`src/sv/atrlp_pkg.sv`:
```
// ----------------------------------------------------------------------------
// atrlp_pkg
// Shared types, codes, character constants and token tables for the modem
// response line parser.
// ----------------------------------------------------------------------------
package atrlp_pkg;

  localparam int unsigned NUMBER_WIDTH_DEF = 16;

  localparam logic [15:0] MAX_LENGTH_RST    = 16'd118;
  localparam logic [7:0]  CHANNEL_LIMIT_RST = 8'd4;

  // configuration register indexes
  localparam logic CFG_MAX_LENGTH    = 1'b0;
  localparam logic CFG_CHANNEL_LIMIT = 1'b1;

  typedef enum logic [3:0] {
    PS_IDLE   = 4'd0,
    PS_ERR    = 4'd1,
    PS_NL     = 4'd2,
    PS_STATUS = 4'd3,
    PS_TAG    = 4'd4,
    PS_CHN    = 4'd5,
    PS_LEN    = 4'd6,
    PS_DATA   = 4'd7,
    PS_BREAK  = 4'd8,
    PS_TRAIL  = 4'd9,
    PS_PROMPT = 4'd10
  } parse_state_e;

  typedef enum logic [1:0] {
    EV_STATUS  = 2'd0,
    EV_PAYLOAD = 2'd1,
    EV_DONE    = 2'd2
  } event_kind_e;

  typedef enum logic [1:0] {
    STS_SUCCESS   = 2'd0,
    STS_ERROR     = 2'd1,
    STS_NO_CHANGE = 2'd2,
    STS_INPUT     = 2'd3
  } status_code_e;

  typedef enum logic [1:0] {
    TOK_OK        = 2'd0,
    TOK_SEND_OK   = 2'd1,
    TOK_NO_CHANGE = 2'd2,
    TOK_IPD       = 2'd3
  } token_e;

  localparam logic [7:0] CH_LF    = 8'h0a;
  localparam logic [7:0] CH_CR    = 8'h0d;
  localparam logic [7:0] CH_SPACE = 8'h20;
  localparam logic [7:0] CH_PLUS  = 8'h2b;
  localparam logic [7:0] CH_COMMA = 8'h2c;
  localparam logic [7:0] CH_ZERO  = 8'h30;
  localparam logic [7:0] CH_NINE  = 8'h39;
  localparam logic [7:0] CH_COLON = 8'h3a;
  localparam logic [7:0] CH_GT    = 8'h3e;

  localparam logic [15:0] WORD_OK = 16'h4f4b;

  typedef struct packed {
    event_kind_e  kind;
    status_code_e status;
    logic [7:0]   channel;
    logic [15:0]  length;
    logic [7:0]   payload_byte;
    logic [15:0]  payload_index;
  } result_t;

  // token text, right aligned, first character highest
  function automatic logic [71:0] tok_text(input token_e tok);
    logic [71:0] txt;
    txt = '0;
    case (tok)
      TOK_OK:        txt = 72'("OK");
      TOK_SEND_OK:   txt = 72'("SEND OK");
      TOK_NO_CHANGE: txt = 72'("no change");
      TOK_IPD:       txt = 72'("IPD");
      default:       txt = '0;
    endcase
    return txt;
  endfunction

  function automatic logic [3:0] tok_len(input token_e tok);
    logic [3:0] len;
    len = '0;
    case (tok)
      TOK_OK:        len = 4'd2;
      TOK_SEND_OK:   len = 4'd7;
      TOK_NO_CHANGE: len = 4'd9;
      TOK_IPD:       len = 4'd3;
      default:       len = '0;
    endcase
    return len;
  endfunction

  // true when character c matches the token at position pos
  function automatic logic tok_char_ok(input token_e tok, input logic [3:0] pos,
                                       input logic [7:0] c);
    logic [71:0] txt;
    logic [3:0]  len;
    logic [3:0]  rev;
    logic [7:0]  ch;
    logic        hit;
    txt = tok_text(tok);
    len = tok_len(tok);
    rev = len - 4'd1 - pos;
    ch  = '0;
    hit = 1'b0;
    if (pos < len) begin
      ch  = txt[{rev, 3'b000} +: 8];
      hit = (c == ch);
    end
    return hit;
  endfunction

endpackage

```
`src/sv/at_response_line_parser_unit.sv`:
```
// ----------------------------------------------------------------------------
// at_response_line_parser_unit
// Modem response line parser: status lines, input prompt and +IPD frames.
// ----------------------------------------------------------------------------
// Each received byte is a transfer on the input channel; it gives at most one
// result transfer (status or prompt, payload byte, or message complete). A
// byte waits in the input register until the parser takes it; at that edge the
// parser state is updated and any result is written to the output register,
// so a result is offered on the output the cycle after its byte is taken. The
// parser updates its state once per cycle in one pass over a single byte, so
// one byte is taken every cycle while the output side keeps taking results.
// Configuration writes take effect on the next byte and are meant for times
// when no byte is in flight.
module at_response_line_parser_unit
  import atrlp_pkg::*;
#(
  parameter int unsigned NumberWidth = NUMBER_WIDTH_DEF
) (
  input  logic        clk_i,
  input  logic        rst_ni,
  input  logic        in_valid_i,
  output logic        in_ready_o,
  input  logic [7:0]  rx_byte_i,
  output logic        out_valid_o,
  input  logic        out_ready_i,
  output logic [1:0]  event_kind_o,
  output logic [1:0]  status_code_o,
  output logic [7:0]  channel_o,
  output logic [15:0] length_o,
  output logic [7:0]  payload_byte_o,
  output logic [15:0] payload_index_o,
  input  logic        cfg_we_i,
  input  logic        cfg_idx_i,
  input  logic [15:0] cfg_wdata_i
);

  logic [15:0] max_length_q;
  logic [7:0]  channel_limit_q;
  logic        byte_valid;
  logic [7:0]  cur_byte;
  logic        out_space;
  logic        advance;
  logic        res_valid;
  result_t     res;
  result_t     res_out;

  always_ff @(posedge clk_i or negedge rst_ni) begin
    if (!rst_ni) begin
      max_length_q    <= MAX_LENGTH_RST;
      channel_limit_q <= CHANNEL_LIMIT_RST;
    end else if (cfg_we_i) begin
      case (cfg_idx_i)
        CFG_MAX_LENGTH:    max_length_q    <= cfg_wdata_i;
        CFG_CHANNEL_LIMIT: channel_limit_q <= cfg_wdata_i[7:0];
        default:           max_length_q    <= max_length_q;
      endcase
    end
  end

  assign advance = byte_valid && out_space;

  atrlp_in_stage u_in_stage (
    .clk_i        (clk_i),
    .rst_ni       (rst_ni),
    .in_valid_i   (in_valid_i),
    .in_ready_o   (in_ready_o),
    .rx_byte_i    (rx_byte_i),
    .advance_i    (advance),
    .byte_valid_o (byte_valid),
    .byte_o       (cur_byte)
  );

  atrlp_parser #(
    .NumberWidth (NumberWidth)
  ) u_parser (
    .clk_i           (clk_i),
    .rst_ni          (rst_ni),
    .advance_i       (advance),
    .c_i             (cur_byte),
    .max_length_i    (max_length_q),
    .channel_limit_i (channel_limit_q),
    .res_valid_o     (res_valid),
    .res_o           (res)
  );

  atrlp_out_stage u_out_stage (
    .clk_i       (clk_i),
    .rst_ni      (rst_ni),
    .load_i      (advance && res_valid),
    .res_i       (res),
    .space_o     (out_space),
    .out_valid_o (out_valid_o),
    .out_ready_i (out_ready_i),
    .res_o       (res_out)
  );

  assign event_kind_o    = res_out.kind;
  assign status_code_o   = res_out.status;
  assign channel_o       = res_out.channel;
  assign length_o        = res_out.length;
  assign payload_byte_o  = res_out.payload_byte;
  assign payload_index_o = res_out.payload_index;

endmodule

```
`src/sv/atrlp_in_stage.sv`:
```
// ----------------------------------------------------------------------------
// atrlp_in_stage
// Input register: holds one received byte until the parser takes it.
// ----------------------------------------------------------------------------
module atrlp_in_stage (
  input  logic       clk_i,
  input  logic       rst_ni,
  input  logic       in_valid_i,
  output logic       in_ready_o,
  input  logic [7:0] rx_byte_i,
  input  logic       advance_i,
  output logic       byte_valid_o,
  output logic [7:0] byte_o
);

  logic       valid_q, valid_d;
  logic [7:0] byte_q;
  logic       in_xfer;

  assign in_ready_o = !valid_q || advance_i;
  assign in_xfer    = in_valid_i && in_ready_o;

  always_comb begin
    valid_d = valid_q;
    if (in_xfer) begin
      valid_d = 1'b1;
    end else if (advance_i) begin
      valid_d = 1'b0;
    end
  end

  always_ff @(posedge clk_i or negedge rst_ni) begin
    if (!rst_ni) begin
      valid_q <= 1'b0;
    end else begin
      valid_q <= valid_d;
    end
  end

  always_ff @(posedge clk_i) begin
    if (in_xfer) begin
      byte_q <= rx_byte_i;
    end
  end

  assign byte_valid_o = valid_q;
  assign byte_o       = byte_q;

endmodule

```
`src/sv/atrlp_parser.sv`:
```
// ----------------------------------------------------------------------------
// atrlp_parser
// Line parser state and per-byte update: token matching, decimal
// accumulation, payload counting and result formation.
// ----------------------------------------------------------------------------
module atrlp_parser
  import atrlp_pkg::*;
#(
  parameter int unsigned NumberWidth = NUMBER_WIDTH_DEF
) (
  input  logic        clk_i,
  input  logic        rst_ni,
  input  logic        advance_i,
  input  logic [7:0]  c_i,
  input  logic [15:0] max_length_i,
  input  logic [7:0]  channel_limit_i,
  output logic        res_valid_o,
  output result_t     res_o
);

  localparam int unsigned CmpWidth = (NumberWidth > 16) ? NumberWidth : 16;

  parse_state_e           state_q, state_d;
  logic [NumberWidth-1:0] acc_q, acc_d;
  logic [7:0]             chn_q, chn_d;
  logic [15:0]            len_q, len_d;
  logic [15:0]            cnt_q, cnt_d;
  logic [3:0]             pos_q, pos_d;
  logic [3:0]             flags_q, flags_d;
  logic [15:0]            last_q, last_d;

  logic [3:0]             flags_kept;
  logic [3:0]             pos_inc;
  logic [3:0]             tok_hit;
  logic                   is_digit;
  logic [NumberWidth-1:0] acc_mul;
  logic [CmpWidth-1:0]    acc_cmp;
  logic [CmpWidth-1:0]    max_cmp;

  always_comb begin
    for (int i = 0; i < 4; i++) begin
      flags_kept[i] = flags_q[i] && tok_char_ok(token_e'(i), pos_q, c_i);
      tok_hit[i]    = flags_q[i] && (pos_q == tok_len(token_e'(i)));
    end
  end

  assign pos_inc  = (pos_q == 4'd15) ? pos_q : pos_q + 4'd1;
  assign is_digit = (c_i >= CH_ZERO) && (c_i <= CH_NINE);
  assign acc_mul  = (acc_q << 3) + (acc_q << 1) + NumberWidth'(c_i - CH_ZERO);
  assign acc_cmp  = CmpWidth'(acc_q);
  assign max_cmp  = CmpWidth'(max_length_i);

  // next state
  always_comb begin
    state_d     = state_q;
    acc_d       = acc_q;
    chn_d       = chn_q;
    len_d       = len_q;
    cnt_d       = cnt_q;
    pos_d       = pos_q;
    flags_d     = flags_q;
    last_d      = {last_q[7:0], c_i};
    case (state_q)
      PS_ERR: begin
        if (c_i == CH_LF) state_d = PS_IDLE;
        pos_d = '0; flags_d = '1; acc_d = '0;
      end
      PS_NL: begin
        if (c_i == CH_LF || c_i == CH_CR) begin
          pos_d = '0; flags_d = '1; acc_d = '0;
        end else if (c_i == CH_PLUS) begin
          state_d = PS_TAG;
          pos_d = '0; flags_d = '1; acc_d = '0;
        end else if (c_i == CH_GT) begin
          state_d = PS_PROMPT;
          pos_d = '0; flags_d = '1; acc_d = '0;
        end else begin
          // first character of a status line
          state_d = PS_STATUS;
          flags_d = flags_kept;
          pos_d   = pos_inc;
        end
      end
      PS_STATUS: begin
        if (c_i == CH_CR) begin
          state_d = PS_ERR;
          pos_d = '0; flags_d = '1; acc_d = '0;
        end else begin
          flags_d = flags_kept;
          pos_d   = pos_inc;
        end
      end
      PS_TAG: begin
        if (c_i == CH_COMMA) begin
          state_d = tok_hit[TOK_IPD] ? PS_CHN : PS_ERR;
          pos_d = '0; flags_d = '1; acc_d = '0;
        end else if (c_i == CH_COLON) begin
          state_d = PS_ERR;
          pos_d = '0; flags_d = '1; acc_d = '0;
        end else begin
          flags_d = flags_kept;
          pos_d   = pos_inc;
        end
      end
      PS_CHN: begin
        if (c_i == CH_COMMA) begin
          chn_d   = acc_q[7:0];
          state_d = (acc_q[7:0] >= channel_limit_i) ? PS_ERR : PS_LEN;
          pos_d = '0; flags_d = '1; acc_d = '0;
        end else if (!is_digit) begin
          state_d = PS_ERR;
          pos_d = '0; flags_d = '1; acc_d = '0;
        end else begin
          acc_d   = acc_mul;
          flags_d = flags_kept;
          pos_d   = pos_inc;
        end
      end
      PS_LEN: begin
        if (c_i == CH_COLON) begin
          len_d   = 16'(acc_q);
          cnt_d   = '0;
          state_d = (acc_cmp >= max_cmp) ? PS_ERR : PS_DATA;
          pos_d = '0; flags_d = '1; acc_d = '0;
        end else if (!is_digit) begin
          state_d = PS_ERR;
          pos_d = '0; flags_d = '1; acc_d = '0;
        end else begin
          acc_d   = acc_mul;
          flags_d = flags_kept;
          pos_d   = pos_inc;
        end
      end
      PS_DATA: begin
        if (cnt_q >= len_q) begin
          state_d = (c_i == CH_CR) ? PS_BREAK : PS_ERR;
        end
        cnt_d = cnt_q + 16'd1;
      end
      PS_BREAK: begin
        // a trailing line never opens with a carriage return
        if (c_i != CH_CR && c_i != CH_LF) state_d = PS_TRAIL;
      end
      PS_TRAIL: begin
        if (c_i == CH_CR) begin
          state_d = PS_ERR;
          pos_d = '0; flags_d = '1; acc_d = '0;
        end
      end
      PS_PROMPT: begin
        if (c_i == CH_SPACE) begin
          state_d = PS_IDLE;
        end else begin
          state_d = PS_ERR;
        end
        pos_d = '0; flags_d = '1; acc_d = '0;
      end
      default: begin
        state_d = (c_i == CH_CR || c_i == CH_LF) ? PS_NL : PS_ERR;
        pos_d = '0; flags_d = '1; acc_d = '0;
      end
    endcase
  end

  // result formation
  always_comb begin
    res_valid_o = 1'b0;
    res_o       = '0;
    case (state_q)
      PS_STATUS: begin
        if (c_i == CH_CR) begin
          res_valid_o = 1'b1;
          res_o.kind  = EV_STATUS;
          if (tok_hit[TOK_OK] || tok_hit[TOK_SEND_OK]) begin
            res_o.status = STS_SUCCESS;
          end else if (tok_hit[TOK_NO_CHANGE]) begin
            res_o.status = STS_NO_CHANGE;
          end else begin
            res_o.status = STS_ERROR;
          end
        end
      end
      PS_DATA: begin
        if (cnt_q < len_q) begin
          res_valid_o         = 1'b1;
          res_o.kind          = EV_PAYLOAD;
          res_o.status        = STS_SUCCESS;
          res_o.channel       = chn_q;
          res_o.length        = len_q;
          res_o.payload_byte  = c_i;
          res_o.payload_index = cnt_q;
        end
      end
      PS_TRAIL: begin
        if (c_i == CH_CR) begin
          res_valid_o   = 1'b1;
          res_o.kind    = EV_DONE;
          res_o.status  = (last_q == WORD_OK) ? STS_SUCCESS : STS_ERROR;
          res_o.channel = chn_q;
          res_o.length  = len_q;
        end
      end
      PS_PROMPT: begin
        if (c_i == CH_SPACE) begin
          res_valid_o  = 1'b1;
          res_o.kind   = EV_STATUS;
          res_o.status = STS_INPUT;
        end
      end
      default: ;
    endcase
  end

  always_ff @(posedge clk_i or negedge rst_ni) begin
    if (!rst_ni) begin
      state_q <= PS_IDLE;
      acc_q   <= '0;
      chn_q   <= '0;
      len_q   <= '0;
      cnt_q   <= '0;
      pos_q   <= '0;
      flags_q <= '1;
      last_q  <= '0;
    end else if (advance_i) begin
      state_q <= state_d;
      acc_q   <= acc_d;
      chn_q   <= chn_d;
      len_q   <= len_d;
      cnt_q   <= cnt_d;
      pos_q   <= pos_d;
      flags_q <= flags_d;
      last_q  <= last_d;
    end
  end

endmodule

```
`src/sv/atrlp_out_stage.sv`:
```
// ----------------------------------------------------------------------------
// atrlp_out_stage
// Result register: holds one result until the downstream side takes it.
// ----------------------------------------------------------------------------
module atrlp_out_stage
  import atrlp_pkg::*;
(
  input  logic    clk_i,
  input  logic    rst_ni,
  input  logic    load_i,
  input  result_t res_i,
  output logic    space_o,
  output logic    out_valid_o,
  input  logic    out_ready_i,
  output result_t res_o
);

  logic    valid_q, valid_d;
  result_t res_q;

  assign space_o = !valid_q || out_ready_i;

  always_comb begin
    valid_d = valid_q;
    if (load_i) begin
      valid_d = 1'b1;
    end else if (out_ready_i) begin
      valid_d = 1'b0;
    end
  end

  always_ff @(posedge clk_i or negedge rst_ni) begin
    if (!rst_ni) begin
      valid_q <= 1'b0;
    end else begin
      valid_q <= valid_d;
    end
  end

  always_ff @(posedge clk_i) begin
    if (load_i) begin
      res_q <= res_i;
    end
  end

  assign out_valid_o = valid_q;
  assign res_o       = res_q;

endmodule

```
`config.mk`:
```
export PLATFORM = sky130hd
export DESIGN_NAME = at_response_line_parser_unit
export DESIGN_NICKNAME = d
export VERILOG_FILES = /design/src/sv/atrlp_pkg.sv /design/src/sv/at_response_line_parser_unit.sv /design/src/sv/atrlp_in_stage.sv /design/src/sv/atrlp_parser.sv /design/src/sv/atrlp_out_stage.sv
export SDC_FILE = /design/constraint.sdc
export NUM_CORES = 1
export LEC_CHECK = 0
export BUFFER_PORTS_ARGS = -buffer_cell sky130_fd_sc_hd__buf_2
export CAP_MARGIN = 20
export CELL_PAD_IN_SITES_DETAIL_PLACEMENT = 0
export CELL_PAD_IN_SITES_GLOBAL_PLACEMENT = 2
export CORE_MARGIN = 2
export CORE_UTILIZATION = 39
export DETAILED_ROUTE_END_ITERATION = 6
export GPL_TIMING_DRIVEN = 0
export PLACE_DENSITY_LB_ADDON = 0.1
export SYNTH_ARGS = -nofsm -noshare
export SYNTH_HDL_FRONTEND = slang
export SYNTH_SLANG_ARGS = --single-unit
```
`constraint.sdc`:
```
create_clock -name clk_i -period 8.98 [get_ports clk_i]
set_input_delay 1.796 -clock clk_i [delete_from_list [all_inputs] [get_ports clk_i]]
set_output_delay 1.796 -clock clk_i [all_outputs]
set_load 0.03 [all_outputs]
```
[Yosys cells after proc, flatten, opt, wreduce, memory -nomap -nowiden]
Cells that the tools add are included.
Operators by class
  reductions and logical operators: 33
  shift-type cells: 4
  equality and inequality tests: 38
  div/mod/pow operators: 0
  magnitude comparators: 10
  $mul: 0
  add/sub/neg operators: 9
  muxes and demuxes: 74
  bitwise gates (word level): 2
Operators with widths (count)
  variable part select 72 x 8 -> 8 bit, first input constant: 4
  2-to-1 mux 16 bit: 9
  2-to-1 mux 4 bit: 34
  case mux 16 bit (6 select lines): 1
  case mux 4 bit (7 select lines): 2
  2-to-1 mux 51 bit: 1
  case mux 24 bit (2 select lines): 1
  == test 8 x 6 -> 1 bit, second input constant: 5
  case mux 4 bit (9 select lines): 1
  adder 16 bit: 2
  == test 8 bit: 4
  greater-or-equal comparator 16 bit: 2
  case mux 16 bit (2 select lines): 1
  2-to-1 mux 28 bit: 1
  == test 4 x 3 -> 1 bit, second input constant: 5
  == test 4 bit, second input constant: 5
  adder 16 x 1 -> 16 bit, second input constant: 1
  == test 16 x 15 -> 1 bit, second input constant: 1
  == test 4 x 2 -> 1 bit, second input constant: 4
  == test 8 x 4 -> 1 bit, second input constant: 2
  less-than comparator 16 bit: 1
  inequality test 8 x 4 -> 1 bit, second input constant: 2
  case mux 4 bit (4 select lines): 1
  logical AND 1 bit: 13
  other kinds (30): 67
Word-level totals
  output and inout port bits: 54
  latch bits: 0
  input port bits: 30
  bits in writable memories: 0
  logic and storage cells: 189
  memories kept: 0
  memory bits (read-only): 0
  register bits after elaboration: 170

[Longest topological paths before layout]
  depth in word-level cells: 9
  mapped depth: 15
  gate-level depth less buffers: 14

[Hierarchy]
A second synthesis with hierarchy kept.
Unflattened totals
  cells, all modules: 927
  area, all modules: 9993.3 µm²
By module, submodules not included
  atrlp_parser: area an instance 7125.6 µm², cells each 806, sequential area each 2107.0 µm², instances 1
  atrlp_out_stage: area an instance 1609.0 µm², cells each 55, sequential area each 1586.5 µm², instances 1
  at_response_line_parser_unit: area an instance 964.7 µm², cells each 54, sequential area each 608.1 µm², instances 1
  atrlp_in_stage: area an instance 294.0 µm², cells each 12, sequential area each 265.3 µm², instances 1

[Worst setup path after synthesis]
No wires, ideal clock.
  path type: input to register
  start: input out_ready_i
  end: register u_out_stage.res_q (netlist bit u_out_stage.res_o[0]), enable pin
  setup time: 0.543 ns
  arrival: 6.237 ns
  data required time: 8.437 ns
  setup slack: 2.201 ns
  stages on the path: 4
  buffers on the path: 1
  path through: nand2b_1 nand2_1 clkbuf_1 a211oi_1
Between the ends
  word-level cells in the longest chain between the ends: 3
RTL lines
  start: declaration: line at_response_line_parser_unit.sv:25  | input logic out_ready_i,
  logical OR 1 bit: line atrlp_out_stage.sv:21  | assign space_o = !valid_q || out_ready_i;
  logical AND 1 bit: line at_response_line_parser_unit.sv:60  | assign advance = byte_valid && out_space;
  logical AND 1 bit: line at_response_line_parser_unit.sv:89  | .load_i (advance && res_valid),
  net u_out_stage.load_i: line atrlp_out_stage.sv:10  | input logic load_i,
  end signal: assignment: line atrlp_out_stage.sv:42  | res_q <= res_i;
  end: declaration: line atrlp_out_stage.sv:19  | result_t res_q;
The timed path passes the listed nets, and every way through them passes these cells.
A chain may end at the register's enable or synchronous reset.

[Worst setup path after layout]
  start: input out_ready_i
  end: output in_ready_o
Between the ends
  word-level cells in the longest chain between the ends: 3
RTL lines
  logical OR 1 bit: line atrlp_out_stage.sv:21
  logical AND 1 bit: line at_response_line_parser_unit.sv:60
  logical OR 1 bit: line atrlp_in_stage.sv:20  | assign in_ready_o = !valid_q || advance_i;
  end: declaration: line at_response_line_parser_unit.sv:22  | output logic in_ready_o,
Every way passes these cells.

==> metrics <==
CP bufs+invs=3; Worst Max-Slew Pin Slew=0.992 ns; Synth area leader=dfrtp_1; minimum clock period=4.06 ns; CTS sink cnt=170; DP HPWL=18.9 mm; CP startpoint kind=primary input; fin area=0.0116 mm²; final core utilization=45.9%; maxcap violations=0; Die H=165 µm; cell with the most instances after synthesis=nand2_1; clock root cell=clkbuf_16; nets=1222; cell family contributing the most delay on the critical path=buffers and inverters; P&R area growth vs syn=15.2%; CP dominant cell by count=buf_2; Port Buffers=83; WHS Path Cells=2; core area=0.0253 mm²; crit path max-delay cell type=buf_2; syn_area_per_cell=10.1 µm²; max incr delay on CP=0.20 ns; worst skew pair latency=0.44 ns; post-synth top area share=24.8%; Post-synth ARST share=64.7%; I/O Pins=84; Initial DRT Pass Iterations=4; Max Slew Vio Count=0; # placed instances=1418; Setup crit end kind=primary output; Worst Hold Launch=u_parser.last_q[13]; FF-to-FF path depth=15; clock buffer depth=2; # DRC=0; cts bufs inserted=17; synthesized area=0.0101 mm²; Rel. slew slack=33.7%; worst vdd ir=0.000109 V; Hold Crit Class=reg2reg; Fillers=2445; CP max FO=3; Vias per Instance=5.14; Row Count=58; first-pass GRT wire length=40.6 mm; top cells by area, synth=dfrtp_1 (25%), edfxtp_1 (18%), ha_1 (8.9%); DRT iter0 DRCs=445; Ant. Diodes=0; Max Clk Rate=0.246 GHz; area of the multi-input gates=0.00504 mm²; Reg-to-Reg Start=u_in_stage.byte_o[5]; pin count of the biggest net entering global routing=70; post-route setup TNS=0 ns; top cells by count, synth=nand2_1 (119), dfrtp_1 (100), o21ai_0 (78), inv_1 (74), ha_1 (72); Tot Pwr=1.95 mW; synth unique cells=91; GPL Wtd Cong=0.837; Synthesized Nets=1116; antenna violations before repair=0; Setup Skew=0.0159 ns; RSZ-0062 raised after global routing=false; global route total overflow=0; Hold-fix buffers, CTS=0; Post-Route WL=25.2 mm; Final Non-Filler Cells=1450; Die ar.=0.0271 mm²; routed length per placed instance=17.4 µm; Die Wd=165 µm; Leakage=5.21 nW; Reg2Reg Setup Slack=5.10 ns; CTS clk-pin slew, worst paths=0.07 ns; post-CTS setup repair buffer count=0; number of global-route vias before repair=7223; H-tree depth=4; EDFF count, synth=60; Cells after Synth=1001; Final period util=45.2%; Seq cells post-synth=170; total number of vias=7458; Crit Reg-Reg Endpoint=u_parser.acc_cmp[14]; Resized Gates After CTS=0; starting density of the core=39.9%; final antenna-violating net count=0; CP Cell Sequence=buf_2, inv_1, nand3_1, buf_2; Main synth FF type=dfrtp_1; sequential area share after synthesis=45.3%; setup violators final=0; register area=0.00457 mm²; required time of the critical path=7.18 ns; CP Data Arrival Time=2.26 ns; Final Hold Fails=0; YS warnings=0; layout cell share with drive strength beyond 1=17.9%; status=complete, no violations; Min-Delay Endpoint=u_parser.last_q[13]; Worst Setup Path Type=in2out; Power per Cell Area=168 mW/mm²; TritonCTS clock tree=yes; worst setup path start=out_ready_i; Tot GR Track Use=19.6%; area post-placement=0.0110 mm²
==> through the flow <==
step / hold WS (ns) / worst slack [ns]
4_1_cts: 0.475 / 4.91
3_3_place_gp: 0.458 / 0.353
5_1_grt: 0.495 / 4.73
2_1_floorplan: 0.437 / 2.20
3_5_place_dp: 0.457 / 4.73
6_report: 0.473 / 4.92
==> final cells by class <==
cell class,instances,area share (%)
plain buffers,41,1.59
clock buffers,17,3.67
clock inverters,15,1.56
inverters,78,2.52
multi-input cells,712,43.4
flip-flops and latches,170,39.4
well taps,330,3.56
repair buffers,87,4.30
==> tightest hold or removal path: stages (launching register included) <==
cell     delay, ns
dfrtp_1       0.34
nand2_1       0.05
nand2_1       0.06
==> cells in the final DEF (no fill, tap or decap), drive strengths merged, types with 4 or more instances in the layout <==
cell type	Yosys	routed
nor2	54	54
clkbuf	26	43
dfstp	10	10
fa	13	13
a2111oi	4	4
nand3	22	22
o21ai	79	79
nor4	4	4
a211o	5	5
nand4	14	14
a21o	8	8
xor2	17	17
dfrtp	100	100
o21a	7	7
or3	7	7
nand3b	4	4
nor2b	15	15
ha	72	72
nand2	120	120
a211oi	5	5
inv	78	84
or2	7	7
xnor2	18	18
clkinv	0	8
and2	53	53
a21oi	34	34
o31ai	9	9
buf	15	102
nor3	20	20
edfxtp	60	60
and4	4	4
a31oi	9	9
mux2i	4	4
nand2b	15	15
mux2	26	26
and3	6	6
==> sequential cells by signal (all words and copies together) (netlist names) <==
signal and flops:
u_out_stage.res_o 52, u_parser.chn_q 8, u_parser.pos_q 4, channel_limit_q 8, u_parser.flags_q 4, u_parser.last_q 16, u_in_stage.byte_o 8, u_parser.state_q 4
u_parser.len_q 16, u_parser.cnt_q 16, max_length_q 16, u_out_stage.out_valid_o 1, u_parser.acc_cmp 16, u_in_stage.byte_valid_o 1
==> power breakdown <==
part,total (mW),leakage [nW],internal (mW),switching [mW]
sequential,0.859,1.90,0.840,0.0189
clock,0.759,0.292,0.378,0.381
combinational,0.333,3.02,0.127,0.206
total,1.95,5.21,1.35,0.605
==> layer usage <==
metal	routed length (µm)	vias to the layer above	GRT usage, %
met2	11300	143	30.1
met1	12800	3582	29.0
met3	993	14	3.77
met4	162	0	3.64
li1	-	3719	-
met5	0	-	0
==> logic make-up after synthesis <==
| logic type | after synthesis | synth area share (%) |
|---|---|---|
| AND/OR/NAND/NOR | 358 | 18.7 |
| adder cells (fa/ha/maj) | 85 | 11.5 |
| multiplexers | 30 | 3.30 |
| AO/OA/AOI/OAI | 204 | 13.2 |
| XOR/XNOR | 35 | 3.12 |
| buffers and inverters | 119 | 4.73 |
| flip-flops | 170 | 45.3 |
==> how the worst max path moves through the flow <==
stage                            endpoint  cells past startpoint
finish                         in_ready_o                      4
global route         u_parser.acc_cmp[14]                     15
CTS                            in_ready_o                      4
detailed placement  u_out_stage.res_o[41]                      7
global placement    u_out_stage.res_o[41]                      5
floorplan            u_out_stage.res_o[0]                      4
Note: power is estimated with default switching activity, not from simulation.
